[config.mk]
export PLATFORM = sky130hd
export DESIGN_NAME = snp_allele_match_genotype_recode_core_flat
export DESIGN_NICKNAME = d
export VERILOG_FILES = /design/src/hw/rtl/snpam_pkg.sv /design/src/hw/rtl/snpam_if.sv /design/src/hw/rtl/snpam_site_track.sv /design/src/hw/rtl/snpam_geno_recode.sv /design/src/hw/rtl/snp_allele_match_genotype_recode_core.sv /design/src/flat_wrapper.sv
export SDC_FILE = /design/constraint.sdc
export NUM_CORES = 1
export LEC_CHECK = 0
export BUFFER_PORTS_ARGS = -buffer_cell sky130_fd_sc_hd__buf_2
export CAP_MARGIN = 10
export CELL_PAD_IN_SITES_DETAIL_PLACEMENT = 1
export CELL_PAD_IN_SITES_GLOBAL_PLACEMENT = 2
export CORE_ASPECT_RATIO = 1.4
export CORE_MARGIN = 5
export CORE_UTILIZATION = 36
export CTS_CLUSTER_SIZE = 16
export DETAILED_ROUTE_END_ITERATION = 10
export PLACE_DENSITY_LB_ADDON = 0.1
export SYNTH_ARGS = -nofsm -noshare
export SYNTH_HDL_FRONTEND = slang
export SYNTH_SLANG_ARGS = --single-unit
[constraint.sdc]
create_clock -name clock -period 4.8 [get_ports clock]
set_clock_uncertainty 0.2 [all_clocks]
set_input_delay 0.48 -clock clock [delete_from_list [all_inputs] [get_ports clock]]
set_output_delay 0.48 -clock clock [all_outputs]
set_load 0.01 [all_outputs]
[src/hw/rtl/snpam_pkg.sv]
// shared types, constants and base complement for the allele match and recode block
`timescale 1ns / 1ps
package snpam_pkg;

   typedef enum logic [1:0] {
      CMD_SITE = 2'd0,
      CMD_ALT  = 2'd1,
      CMD_GENO = 2'd2,
      CMD_IDLE = 2'd3
   } cmd_type;

   localparam int          RSP_IDX_W    = 5;
   localparam logic [1:0]  GENO_INVALID = 2'd3;
   localparam logic [7:0]  CHAR_ZERO    = 8'h30;
   localparam logic [7:0]  BASE_A       = 8'h41;
   localparam logic [7:0]  BASE_C       = 8'h43;
   localparam logic [7:0]  BASE_G       = 8'h47;
   localparam logic [7:0]  BASE_T       = 8'h54;

   // strand flip, upper case only
   function automatic logic [7:0] complement_base(input logic [7:0] b);
      logic [7:0] r;
      case (b)
         BASE_A:  r = BASE_T;
         BASE_T:  r = BASE_A;
         BASE_C:  r = BASE_G;
         BASE_G:  r = BASE_C;
         default: r = b;
      endcase
      return r;
   endfunction

endpackage

[src/hw/rtl/snpam_if.sv]
// request and response channel interfaces
`timescale 1ns / 1ps
interface snpam_req_if;
   logic       valid;
   logic       ready;
   logic [1:0] cmd;
   logic [7:0] ref_base;
   logic       ref_single;
   logic [7:0] expected_ref;
   logic [7:0] expected_alt;
   logic [7:0] alt_base;
   logic       alt_single;
   logic [7:0] first_allele_char;
   logic [7:0] second_allele_char;
   logic       genotype_well_formed;

   modport source (
      output valid, cmd, ref_base, ref_single, expected_ref, expected_alt, alt_base,
             alt_single, first_allele_char, second_allele_char, genotype_well_formed,
      input  ready
   );
   modport sink (
      input  valid, cmd, ref_base, ref_single, expected_ref, expected_alt, alt_base,
             alt_single, first_allele_char, second_allele_char, genotype_well_formed,
      output ready
   );
endinterface

interface snpam_rsp_if;
   logic              valid;
   logic              ready;
   logic signed [4:0] ref_index;
   logic signed [4:0] alt_index;
   logic              site_usable;
   logic [1:0]        genotype_code;

   modport source (
      output valid, ref_index, alt_index, site_usable, genotype_code,
      input  ready
   );
   modport sink (
      input  valid, ref_index, alt_index, site_usable, genotype_code,
      output ready
   );
endinterface

[src/hw/rtl/snpam_site_track.sv]
// per-site state: reference match, strand flip and alternate index search
`timescale 1ns / 1ps
module snpam_site_track #(
   parameter int  MAX_ALT_INDEX = 15,
   localparam int IdxW = $clog2(MAX_ALT_INDEX + 1) + 1,
   localparam int NumW = $clog2(MAX_ALT_INDEX + 2)
) (
   input  logic                   clock,
   input  logic                   reset,
   input  logic                   accept,
   input  snpam_pkg::cmd_type     cmd,
   input  logic [7:0]             ref_base,
   input  logic                   ref_single,
   input  logic [7:0]             expected_ref,
   input  logic [7:0]             expected_alt,
   input  logic [7:0]             alt_base,
   input  logic                   alt_single,
   output logic signed [IdxW-1:0] ref_idx_cur,
   output logic signed [IdxW-1:0] alt_idx_cur,
   output logic signed [IdxW-1:0] ref_idx_in,
   output logic signed [IdxW-1:0] alt_idx_in
);

   logic signed [IdxW-1:0] ref_idx_ff;
   logic signed [IdxW-1:0] alt_idx_ff;
   logic                   flip_ff, flip_in;
   logic                   search_ff, search_in;
   logic [NumW-1:0]        next_num_ff, next_num_in;
   logic [7:0]             panel_ref_ff, panel_ref_in;
   logic [7:0]             panel_alt_ff, panel_alt_in;

   logic [7:0]             ref_flip;
   logic [7:0]             alt_cmp;
   logic                   ref_hit, alt_hit;
   logic signed [IdxW-1:0] num_as_idx;

   assign ref_flip   = snpam_pkg::complement_base(ref_base);
   assign alt_cmp    = flip_ff ? snpam_pkg::complement_base(alt_base) : alt_base;
   assign ref_hit    = (ref_base == expected_ref) || (ref_flip == expected_ref);
   assign alt_hit    = (ref_base == expected_alt) || (ref_flip == expected_alt);
   // allele number is at most the limit here, so it fits below the sign bit
   assign num_as_idx = $signed({1'b0, next_num_ff[IdxW-2:0]});

   always_comb begin
      ref_idx_in   = ref_idx_ff;
      alt_idx_in   = alt_idx_ff;
      flip_in      = flip_ff;
      search_in    = search_ff;
      next_num_in  = next_num_ff;
      panel_ref_in = panel_ref_ff;
      panel_alt_in = panel_alt_ff;
      case (cmd)
         snpam_pkg::CMD_SITE: begin
            panel_ref_in = expected_ref;
            panel_alt_in = expected_alt;
            ref_idx_in   = '1;
            alt_idx_in   = '1;
            flip_in      = 1'b0;
            search_in    = 1'b0;
            next_num_in  = NumW'(1);
            if (ref_single) begin
               if (ref_hit) begin
                  ref_idx_in = '0;
               end else if (alt_hit) begin
                  alt_idx_in = '0;
               end
               flip_in   = (ref_flip == expected_ref) || (ref_flip == expected_alt);
               search_in = ref_hit || alt_hit;
            end
         end
         snpam_pkg::CMD_ALT: begin
            if (next_num_ff <= NumW'(MAX_ALT_INDEX)) begin
               next_num_in = next_num_ff + NumW'(1);
               if (search_ff && alt_single) begin
                  if (alt_cmp == panel_ref_ff && ref_idx_ff[IdxW-1]) begin
                     ref_idx_in = num_as_idx;
                  end else if (alt_cmp == panel_alt_ff && alt_idx_ff[IdxW-1]) begin
                     alt_idx_in = num_as_idx;
                  end
               end
            end
         end
         default: begin
         end
      endcase
   end

   always_ff @(posedge clock) begin
      if (reset) begin
         ref_idx_ff  <= '1;
         alt_idx_ff  <= '1;
         flip_ff     <= 1'b0;
         search_ff   <= 1'b0;
         next_num_ff <= NumW'(1);
      end else if (accept) begin
         ref_idx_ff  <= ref_idx_in;
         alt_idx_ff  <= alt_idx_in;
         flip_ff     <= flip_in;
         search_ff   <= search_in;
         next_num_ff <= next_num_in;
      end
   end

   // panel bases are only read once a site start has enabled the search
   always_ff @(posedge clock) begin
      if (accept) begin
         panel_ref_ff <= panel_ref_in;
         panel_alt_ff <= panel_alt_in;
      end
   end

   assign ref_idx_cur = ref_idx_ff;
   assign alt_idx_cur = alt_idx_ff;

endmodule

[src/hw/rtl/snpam_geno_recode.sv]
// genotype recode to alternate allele count
`timescale 1ns / 1ps
module snpam_geno_recode #(
   parameter int  MAX_ALT_INDEX = 15,
   localparam int IdxW = $clog2(MAX_ALT_INDEX + 1) + 1
) (
   input  snpam_pkg::cmd_type     cmd,
   input  logic [7:0]             first_allele_char,
   input  logic [7:0]             second_allele_char,
   input  logic                   genotype_well_formed,
   input  logic signed [IdxW-1:0] ref_idx,
   input  logic signed [IdxW-1:0] alt_idx,
   output logic [1:0]             genotype_code
);

   // character minus '0' equals a set index
   function automatic logic allele_hit(input logic [7:0] c, input logic signed [IdxW-1:0] idx);
      logic [7:0] digit;
      digit = c - snpam_pkg::CHAR_ZERO;
      return !idx[IdxW-1] && (c >= snpam_pkg::CHAR_ZERO)
             && (digit == 8'(idx[IdxW-2:0]));
   endfunction

   logic g1_ref, g1_alt, g2_ref, g2_alt;
   logic usable;

   assign g1_ref = allele_hit(first_allele_char, ref_idx);
   assign g1_alt = allele_hit(first_allele_char, alt_idx);
   assign g2_ref = allele_hit(second_allele_char, ref_idx);
   assign g2_alt = allele_hit(second_allele_char, alt_idx);
   assign usable = !ref_idx[IdxW-1] && !alt_idx[IdxW-1];

   always_comb begin
      genotype_code = snpam_pkg::GENO_INVALID;
      if (cmd == snpam_pkg::CMD_GENO && genotype_well_formed && usable
          && (g1_ref || g1_alt) && (g2_ref || g2_alt)) begin
         genotype_code = {1'b0, g1_alt} + {1'b0, g2_alt};
      end
   end

endmodule

[src/hw/rtl/snp_allele_match_genotype_recode_core.sv]
// top level: allele match with strand flip and genotype recode
//
//   channel  | dir | contents
//   ---------+-----+-----------------------------------------------------------
//   req_ch   | in  | cmd, site bases, one alternate base, genotype characters
//   rsp_ch   | out | ref_index, alt_index, site_usable, genotype_code
//
// one item per cycle unless rsp_ch stalls; a result is valid the cycle after its item.
// the site state and the result register are loaded at the same edge.
// reset is synchronous: indices to minus one, flip and search off, allele number one.
// a stalled result holds in the output register while req_ch.ready follows rsp_ch.ready.
`timescale 1ns / 1ps
module snp_allele_match_genotype_recode_core #(
   parameter int MAX_ALT_INDEX = 15
) (
   input  logic               clock,
   input  logic               reset,
   snpam_req_if.sink          req_ch,
   snpam_rsp_if.source        rsp_ch
);

   localparam int IdxW = $clog2(MAX_ALT_INDEX + 1) + 1;

   snpam_pkg::cmd_type     cmd;
   logic                   accept;
   logic signed [IdxW-1:0] ref_idx_cur, alt_idx_cur;
   logic signed [IdxW-1:0] ref_idx_in, alt_idx_in;
   logic signed [31:0]     ref_wide, alt_wide;
   logic [1:0]             geno_in;

   logic                                    rsp_valid_ff;
   logic signed [snpam_pkg::RSP_IDX_W-1:0]  rsp_ref_ff, rsp_ref_in;
   logic signed [snpam_pkg::RSP_IDX_W-1:0]  rsp_alt_ff, rsp_alt_in;
   logic                                    rsp_usable_ff, rsp_usable_in;
   logic [1:0]                              rsp_geno_ff;

   assign cmd          = snpam_pkg::cmd_type'(req_ch.cmd);
   assign req_ch.ready = !rsp_valid_ff || rsp_ch.ready;
   assign accept       = req_ch.valid && req_ch.ready;

   snpam_site_track #(.MAX_ALT_INDEX(MAX_ALT_INDEX)) u_site (
      .clock        (clock),
      .reset        (reset),
      .accept       (accept),
      .cmd          (cmd),
      .ref_base     (req_ch.ref_base),
      .ref_single   (req_ch.ref_single),
      .expected_ref (req_ch.expected_ref),
      .expected_alt (req_ch.expected_alt),
      .alt_base     (req_ch.alt_base),
      .alt_single   (req_ch.alt_single),
      .ref_idx_cur  (ref_idx_cur),
      .alt_idx_cur  (alt_idx_cur),
      .ref_idx_in   (ref_idx_in),
      .alt_idx_in   (alt_idx_in)
   );

   // genotype items leave the state untouched, so the current indices serve
   snpam_geno_recode #(.MAX_ALT_INDEX(MAX_ALT_INDEX)) u_geno (
      .cmd                  (cmd),
      .first_allele_char    (req_ch.first_allele_char),
      .second_allele_char   (req_ch.second_allele_char),
      .genotype_well_formed (req_ch.genotype_well_formed),
      .ref_idx              (ref_idx_cur),
      .alt_idx              (alt_idx_cur),
      .genotype_code        (geno_in)
   );

   // sign extend, then keep the low bits of the result field
   assign ref_wide      = 32'(ref_idx_in);
   assign alt_wide      = 32'(alt_idx_in);
   assign rsp_ref_in    = ref_wide[snpam_pkg::RSP_IDX_W-1:0];
   assign rsp_alt_in    = alt_wide[snpam_pkg::RSP_IDX_W-1:0];
   assign rsp_usable_in = !ref_idx_in[IdxW-1] && !alt_idx_in[IdxW-1];

   always_ff @(posedge clock) begin
      if (reset) begin
         rsp_valid_ff <= 1'b0;
      end else if (accept) begin
         rsp_valid_ff <= 1'b1;
      end else if (rsp_ch.ready) begin
         rsp_valid_ff <= 1'b0;
      end
   end

   always_ff @(posedge clock) begin
      if (accept) begin
         rsp_ref_ff    <= rsp_ref_in;
         rsp_alt_ff    <= rsp_alt_in;
         rsp_usable_ff <= rsp_usable_in;
         rsp_geno_ff   <= geno_in;
      end
   end

   assign rsp_ch.valid         = rsp_valid_ff;
   assign rsp_ch.ref_index     = rsp_ref_ff;
   assign rsp_ch.alt_index     = rsp_alt_ff;
   assign rsp_ch.site_usable   = rsp_usable_ff;
   assign rsp_ch.genotype_code = rsp_geno_ff;

endmodule

[src/flat_wrapper.sv]
// flat-port wrapper written by rule: the top's interface ports become plain ports
module snp_allele_match_genotype_recode_core_flat 
#(
   parameter int MAX_ALT_INDEX = 15
)
  (clock, reset, req_ch_valid, req_ch_cmd, req_ch_ref_base, req_ch_ref_single, req_ch_expected_ref, req_ch_expected_alt, req_ch_alt_base, req_ch_alt_single, req_ch_first_allele_char, req_ch_second_allele_char, req_ch_genotype_well_formed, req_ch_ready, rsp_ch_valid, rsp_ch_ref_index, rsp_ch_alt_index, rsp_ch_site_usable, rsp_ch_genotype_code, rsp_ch_ready);
  snpam_req_if req_ch_i ();
  snpam_rsp_if rsp_ch_i ();
  input  logic clock;
  input  logic reset;
  input wire logic [$bits(req_ch_i.valid)-1:0] req_ch_valid;
  input wire logic [$bits(req_ch_i.cmd)-1:0] req_ch_cmd;
  input wire logic [$bits(req_ch_i.ref_base)-1:0] req_ch_ref_base;
  input wire logic [$bits(req_ch_i.ref_single)-1:0] req_ch_ref_single;
  input wire logic [$bits(req_ch_i.expected_ref)-1:0] req_ch_expected_ref;
  input wire logic [$bits(req_ch_i.expected_alt)-1:0] req_ch_expected_alt;
  input wire logic [$bits(req_ch_i.alt_base)-1:0] req_ch_alt_base;
  input wire logic [$bits(req_ch_i.alt_single)-1:0] req_ch_alt_single;
  input wire logic [$bits(req_ch_i.first_allele_char)-1:0] req_ch_first_allele_char;
  input wire logic [$bits(req_ch_i.second_allele_char)-1:0] req_ch_second_allele_char;
  input wire logic [$bits(req_ch_i.genotype_well_formed)-1:0] req_ch_genotype_well_formed;
  output wire logic [$bits(req_ch_i.ready)-1:0] req_ch_ready;
  output wire logic [$bits(rsp_ch_i.valid)-1:0] rsp_ch_valid;
  output wire logic [$bits(rsp_ch_i.ref_index)-1:0] rsp_ch_ref_index;
  output wire logic [$bits(rsp_ch_i.alt_index)-1:0] rsp_ch_alt_index;
  output wire logic [$bits(rsp_ch_i.site_usable)-1:0] rsp_ch_site_usable;
  output wire logic [$bits(rsp_ch_i.genotype_code)-1:0] rsp_ch_genotype_code;
  input wire logic [$bits(rsp_ch_i.ready)-1:0] rsp_ch_ready;
  assign req_ch_i.valid = req_ch_valid;
  assign req_ch_i.cmd = req_ch_cmd;
  assign req_ch_i.ref_base = req_ch_ref_base;
  assign req_ch_i.ref_single = req_ch_ref_single;
  assign req_ch_i.expected_ref = req_ch_expected_ref;
  assign req_ch_i.expected_alt = req_ch_expected_alt;
  assign req_ch_i.alt_base = req_ch_alt_base;
  assign req_ch_i.alt_single = req_ch_alt_single;
  assign req_ch_i.first_allele_char = req_ch_first_allele_char;
  assign req_ch_i.second_allele_char = req_ch_second_allele_char;
  assign req_ch_i.genotype_well_formed = req_ch_genotype_well_formed;
  assign req_ch_ready = req_ch_i.ready;
  assign rsp_ch_valid = rsp_ch_i.valid;
  assign rsp_ch_ref_index = rsp_ch_i.ref_index;
  assign rsp_ch_alt_index = rsp_ch_i.alt_index;
  assign rsp_ch_site_usable = rsp_ch_i.site_usable;
  assign rsp_ch_genotype_code = rsp_ch_i.genotype_code;
  assign rsp_ch_i.ready = rsp_ch_ready;
  snp_allele_match_genotype_recode_core #(.MAX_ALT_INDEX(MAX_ALT_INDEX)) u_core (.clock(clock), .reset(reset), .req_ch(req_ch_i), .rsp_ch(rsp_ch_i));
endmodule
Word-level counts from Yosys, hierarchy flattened
Cells that the tools add are included.
- register bits: 47
- input bits: 57
- output and inout port bits: 15
- word-level logic and storage cells: 98
- add/sub/neg operators: 4
- order comparisons: 3
- equal/unequal tests: 21
- muxes and demuxes: 23
- reduce and logical (&&, ||, !) cells: 35
- operators by type and width (kind ; count):
    $mux 5 ; 13
    $eq 8x7->1 const B ; 8
    $pmux 8 s4 ; 2
    $eq 8x8->1 ; 6
    $eq 8x4->1 ; 4
    $pmux 5 s2 ; 3
    $logic_and 1x1->1 ; 18
    $ge 8x6->1 const B ; 2
    $sub 8x6->8 const B ; 2
    $mux 8 ; 1
    $logic_or 1x1->1 ; 7
    $add 5x1->5 const B ; 1
    $le 5x4->1 const B ; 1
    $logic_not 1->1 ; 5
    $mux 1 ; 4
    $reduce_bool 2->1 ; 2
    $reduce_and 3->1 ; 1
    $add 1x1->2 ; 1
    $eq 2x1->1 const B ; 1
    $eq 2x2->1 const B ; 1
    $logic_not 2->1 ; 1
    $ne 2x2->1 const B ; 1
    $reduce_and 2->1 ; 1

Longest topological paths before layout
- depth after elaboration: 12
- depth in mapped cells: 11
- depth with buffers taken out: 11

Modules after synthesis
Synthesis repeated with hierarchy kept, for this count alone.
- cell total of the unflattened synthesis: 332
- area total of the unflattened synthesis: 3205.6 sq um
- by module, submodules not included (module ; times used ; cells an instance ; area an instance (sq um) ; sequential area each (sq um)):
    snpam_site_track ; 1 ; 281 ; 2507.4 ; 820.8
    snp_allele_match_genotype_recode_core ; 1 ; 19 ; 449.2 ; 410.4
    snpam_geno_recode ; 1 ; 32 ; 249.0 ; 0.0

Least setup slack after synthesis
Ideal clock, no wire load.
- path type: input -> register
- start point: input req_ch_ref_base[3]
- end point: register u_core.rsp_usable_ff, in the netlist u_core.rsp_ch.site_usable (data pin)
- library setup time: 255 ps
- data arrival time: 2577 ps
- data required time: 4345 ps
- path slack: 1768 ps
- stages: 9
- path buffers: 1
- path through: or4b_1 > buf_2 > o31a_1 > o221a_4 > xnor2_4 > a31o_4 > a211oi_2 > nand2b_1 > nor2_2
- elaborated cells between the ends (all ways): 21
- classes of those cells: 8 x eq/ne; 8 x mux; 5 x reduce/logical
- RTL lines (element ; RTL line ; text):
    from (decl) ; flat_wrapper.sv:13 ; input wire logic [$bits(req_ch_i.ref_base)-1:0] req_ch_ref_base;
    $eq 8x7->1 ; snpam_pkg.sv:23 ; case (b)
    $pmux 8 s4 ; snpam_pkg.sv:23 ;
    $eq 8x8->1 ; snpam_site_track.sv:39 ; assign ref_hit = (ref_base == expected_ref) || (ref_flip == expected_ref);
    $logic_or 1x1->1 * ; snpam_site_track.sv:39 ;
    $mux 5 * ; snpam_site_track.sv:62 ; if (ref_hit) begin
    $mux 5 * ; snpam_site_track.sv:61 ; if (ref_single) begin
    $pmux 5 s2 * ; snpam_site_track.sv:52 ; case (cmd)
    named net u_core.ref_idx_in[4] ; snp_allele_match_genotype_recode_core.sv:27 ; logic signed [IdxW-1:0] ref_idx_in, alt_idx_in;
    $logic_not 1->1 * ; snp_allele_match_genotype_recode_core.sv:74 ; assign rsp_usable_in = !ref_idx_in[IdxW-1] && !alt_idx_in[IdxW-1];
    $logic_and 1x1->1 * ; snp_allele_match_genotype_recode_core.sv:74 ;
    named net u_core.rsp_usable_in ; snp_allele_match_genotype_recode_core.sv:34 ; logic rsp_usable_ff, rsp_usable_in;
    to (signal assigned) ; snp_allele_match_genotype_recode_core.sv:90 ; rsp_usable_ff <= rsp_usable_in;
    to (decl) ; snp_allele_match_genotype_recode_core.sv:34 ;
The timed path passes the listed nets; every way through them passes the cells marked *.
A chain may end at the register's enable or synchronous reset.

Worst setup path after layout
- start point: register u_core.u_site.next_num_ff[0]
- end point: register u_core.rsp_alt_ff, in the netlist u_core.rsp_ch.alt_index[1] (data pin)
- cells in the longest elaborated chain, start to end: 3
- ends and longest elaborated chain (element ; RTL line ; text):
    from (decl) ; snpam_site_track.sv:28 ; logic [NumW-1:0] next_num_ff, next_num_in;
    from (signal assigned) ; snpam_site_track.sv:94 ; next_num_ff <= NumW'(1);
    from (signal assigned) ; snpam_site_track.sv:100 ; next_num_ff <= next_num_in;
    $le 5x4->1 ; snpam_site_track.sv:72 ; if (next_num_ff <= NumW'(MAX_ALT_INDEX)) begin
    $mux 5 ; snpam_site_track.sv:72 ;
    $pmux 5 s2 ; snpam_site_track.sv:52 ;
    named net u_core.alt_idx_in[1] ; snp_allele_match_genotype_recode_core.sv:27 ;
    to (signal assigned) ; snp_allele_match_genotype_recode_core.sv:89 ; rsp_alt_ff <= rsp_alt_in;
    to (decl) ; snp_allele_match_genotype_recode_core.sv:33 ; logic signed [snpam_pkg::RSP_IDX_W-1:0] rsp_alt_ff, rsp_alt_in;
The timed path passes the listed nets, and every way through them passes these cells.

==> run metrics <==
DR pass1 iterations=4; total CTS buffers=5; Core Rows=41; Reg-to-Reg End=u_core.rsp_ch.alt_index[1]; Required @ worst endpoint=4630 ps; Leak=1.44 nW; pin count of the biggest net entering global routing=20; # fillers=1060; WP buf/inv=0; dpl hpwl=8130 µm; die area=0.0113 mm²; final antenna-violating net count=0; Worst path depth=10; worst r2r src=u_core.u_site.next_num_ff[0]; Syn Nets=413; Synth async-reset ratio=0; # setup viols final=0; cell taking the most area after synthesis=edfxtp_1; Syn Std Cell Area=0.00333 mm²; WP data arrival=3210 ps; HP Class=in2reg; sequential cell area fraction in the yosys report=0.370; Crit. End Element=flip-flop; via-per-instance ratio=5.81; CTS H-tree depth=2; Clk Latency, worst-skew pair=290 ps; Hold Buf Count CTS=0; Max Cap Viol=0; final hold vios=0; fmax=296 MHz; clock slew at reported path FFs=60 ps; CP Launch Type=flip-flop; clk buf depth=2; first-pass GRT wire length=15900 µm; # IOs=72; Detailed Route WL=9920 µm; Num Clock Sinks=47; reg-to-reg slack, setup=1420 ps; post-synthesis cell count=353; Final nets=473; PostCTS Resize Cnt=0; synth warn=0; GP Congestion=0.845; Reg2Reg Depth=10; Area contributors post-synth=edfxtp_1 26%, dfxtp_1 11%, xnor2_1 6.0%; Initial Utilization=0.369; worst setup path endpoint=u_core.rsp_ch.alt_index[1]; DRC Markers=0; post-route insts no fill=521; CTS root buffer=clkbuf_16; share of layout cells above drive strength 1=0.229; post-CTS setup buffer count=0; CP startpoint=u_core.u_site.next_num_ff[0]; Yosys cell types=72; Worst-Margin Slew=728 ps; crit path kind=reg2reg; Tcrit/Tclk final=0.704; PD cells=277 mW/mm²; IO buf count=71; #FFs+latches synth=47; CTS tree=yes; commonest cells after routing, fill and taps aside=71 x buf_2, 29 x edfxtp_1, 23 x xnor2_1; cell count after placement=513; slowest CP cell=dfxtp_1; setup tns final=0 ps; outcome=finished, final reports clean; core box area=0.00903 mm²; Post-synth EDFFs=29; Period minus WS final=3380 ps; worst path cell trace=ha_1 -> and3_1 -> ha_1 -> nand2b_1 -> o2111ai_1 -> nor4_1 -> nand4_1 -> a2111oi_4 -> o21bai_2 -> a221o_1; Yosys top cell area share=0.261; gr usage total=0.176; vias in the first global route=3224; Pwr Total=1.09 mW; initial DRC count=55; headroom to the max-slew limit=0.508; grt ovf=0; initial antenna violation count=0; Final Max Slew Viols=0; Slowest Stage Delay on Critical Path=510 ps; DP Area=0.00374 mm²; commonest non-fill, non-tap cell in the layout=buf_2; syn avg cell area=9.44 µm²; Diodes inserted=0; Die Ht=124 µm; Worst path most repeated cell=ha_1; RSZ-0062 raised after global routing=false; post-route cell area=0.00393 mm²; Synth Flop Type=edfxtp_1; Crit Path Max Fanout=9; peak supply drop=0.000208 V; Area Growth Syn to Fin=18.0%; die span in x=91.3 µm; cell family with the largest share of critical-path delay=compound AO/OA/AOI/OAI gates; Avg WL per Cell=19.0 µm; detailed-route via count=3028
[cell usage after synthesis, types with 3 or more instances]
cell type and n:
a211o_1 5, a21oi_1 13, a221o_1 12, a31oi_1 6, and2_1 5, and3_1 4, buf_2 3, clkbuf_1 12
dfxtp_1 18, edfxtp_1 29, ha_1 3, inv_1 15, nand2_1 17, nand2b_1 10, nand3_1 17, nand3b_1 4
nand4_1 13, nand4b_1 3, nor2_1 20, nor2b_1 8, nor3_1 14, nor4_1 4, o211ai_1 5, o21ai_0 9
o221ai_1 4, or3_1 3, xnor2_1 23, xor2_1 18
[sequential cells by signal, summed over array words and instances, names as in the netlist]
register,count
u_core.u_site.search_ff,1
u_core.rsp_ch.ref_index,5
u_core.u_site.alt_idx_cur,5
u_core.u_site.ref_idx_cur,5
u_core.u_site.flip_ff,1
u_core.u_site.panel_ref_ff,8
u_core.rsp_ch.genotype_code,2
u_core.rsp_ch.site_usable,1
u_core.u_site.panel_alt_ff,8
u_core.rsp_ch.alt_index,5
u_core.u_site.next_num_ff,5
u_core.rsp_ch.valid,1
[logic make-up after synthesis]
family          count (synthesis)  synth area share
fa+ha+maj                       3            0.0113
xor+xnor                       42             0.116
compound gates                 88             0.220
mux                             3            0.0105
buf+inv                        33            0.0417
simple gates                  137             0.231
flops                          47             0.370
[power breakdown]
group	internal (mW)	leakage, nW	switching (mW)	total [mW]
Clock	0.298	0.0900	0.147	0.445
Combinational	0.0776	0.946	0.106	0.184
Sequential	0.446	0.405	0.0133	0.459
Total	0.822	1.44	0.267	1.09
[stage by stage]
stage	util	setup WS [ps]	hold WS, ps
after detailed placement	0.414	1340	252
after floorplan	-	1770	236
after global placement	0.414	1370	249
after CTS	0.435	1420	181
after global routing	0.435	1230	178
final	0.435	1420	191
[metal layers]
metal,vias up,GRT usage,wire [µm]
met5,-,0,0
met4,0,0.0789,367
met3,20,0.0429,464
met2,83,0.347,5450
met1,1456,0.171,3630
li1,1469,-,-
[worst min-delay path by stage]
stage                                 start                             to  slack, ps  cells after the start
global placement    u_core.u_site.search_ff        u_core.u_site.search_ff        250                      2
floorplan           u_core.u_site.search_ff        u_core.u_site.search_ff        240                      2
detailed placement  u_core.u_site.search_ff        u_core.u_site.search_ff        250                      2
CTS                  req_ch_expected_ref[1]  u_core.u_site.panel_ref_ff[1]        180                      1
finish               req_ch_expected_ref[1]  u_core.u_site.panel_ref_ff[1]        190                      1
global route         req_ch_expected_ref[3]  u_core.u_site.panel_ref_ff[3]        180                      1
[area by class of cell]
| class | instances | area (µm²) | area share |
|---|---|---|---|
| Multi-Input combinational cell | 273 | 1960 | 0.499 |
| Sequential cell | 47 | 1230 | 0.313 |
| Timing Repair Buffer | 71 | 355 | 0.0904 |
| Tap cell | 107 | 134 | 0.0341 |
| Clock buffer | 5 | 125 | 0.0318 |
| Clock inverter | 3 | 67.6 | 0.0172 |
| Inverter | 15 | 56.3 | 0.0143 |
(Power assumes the default switching activity.)
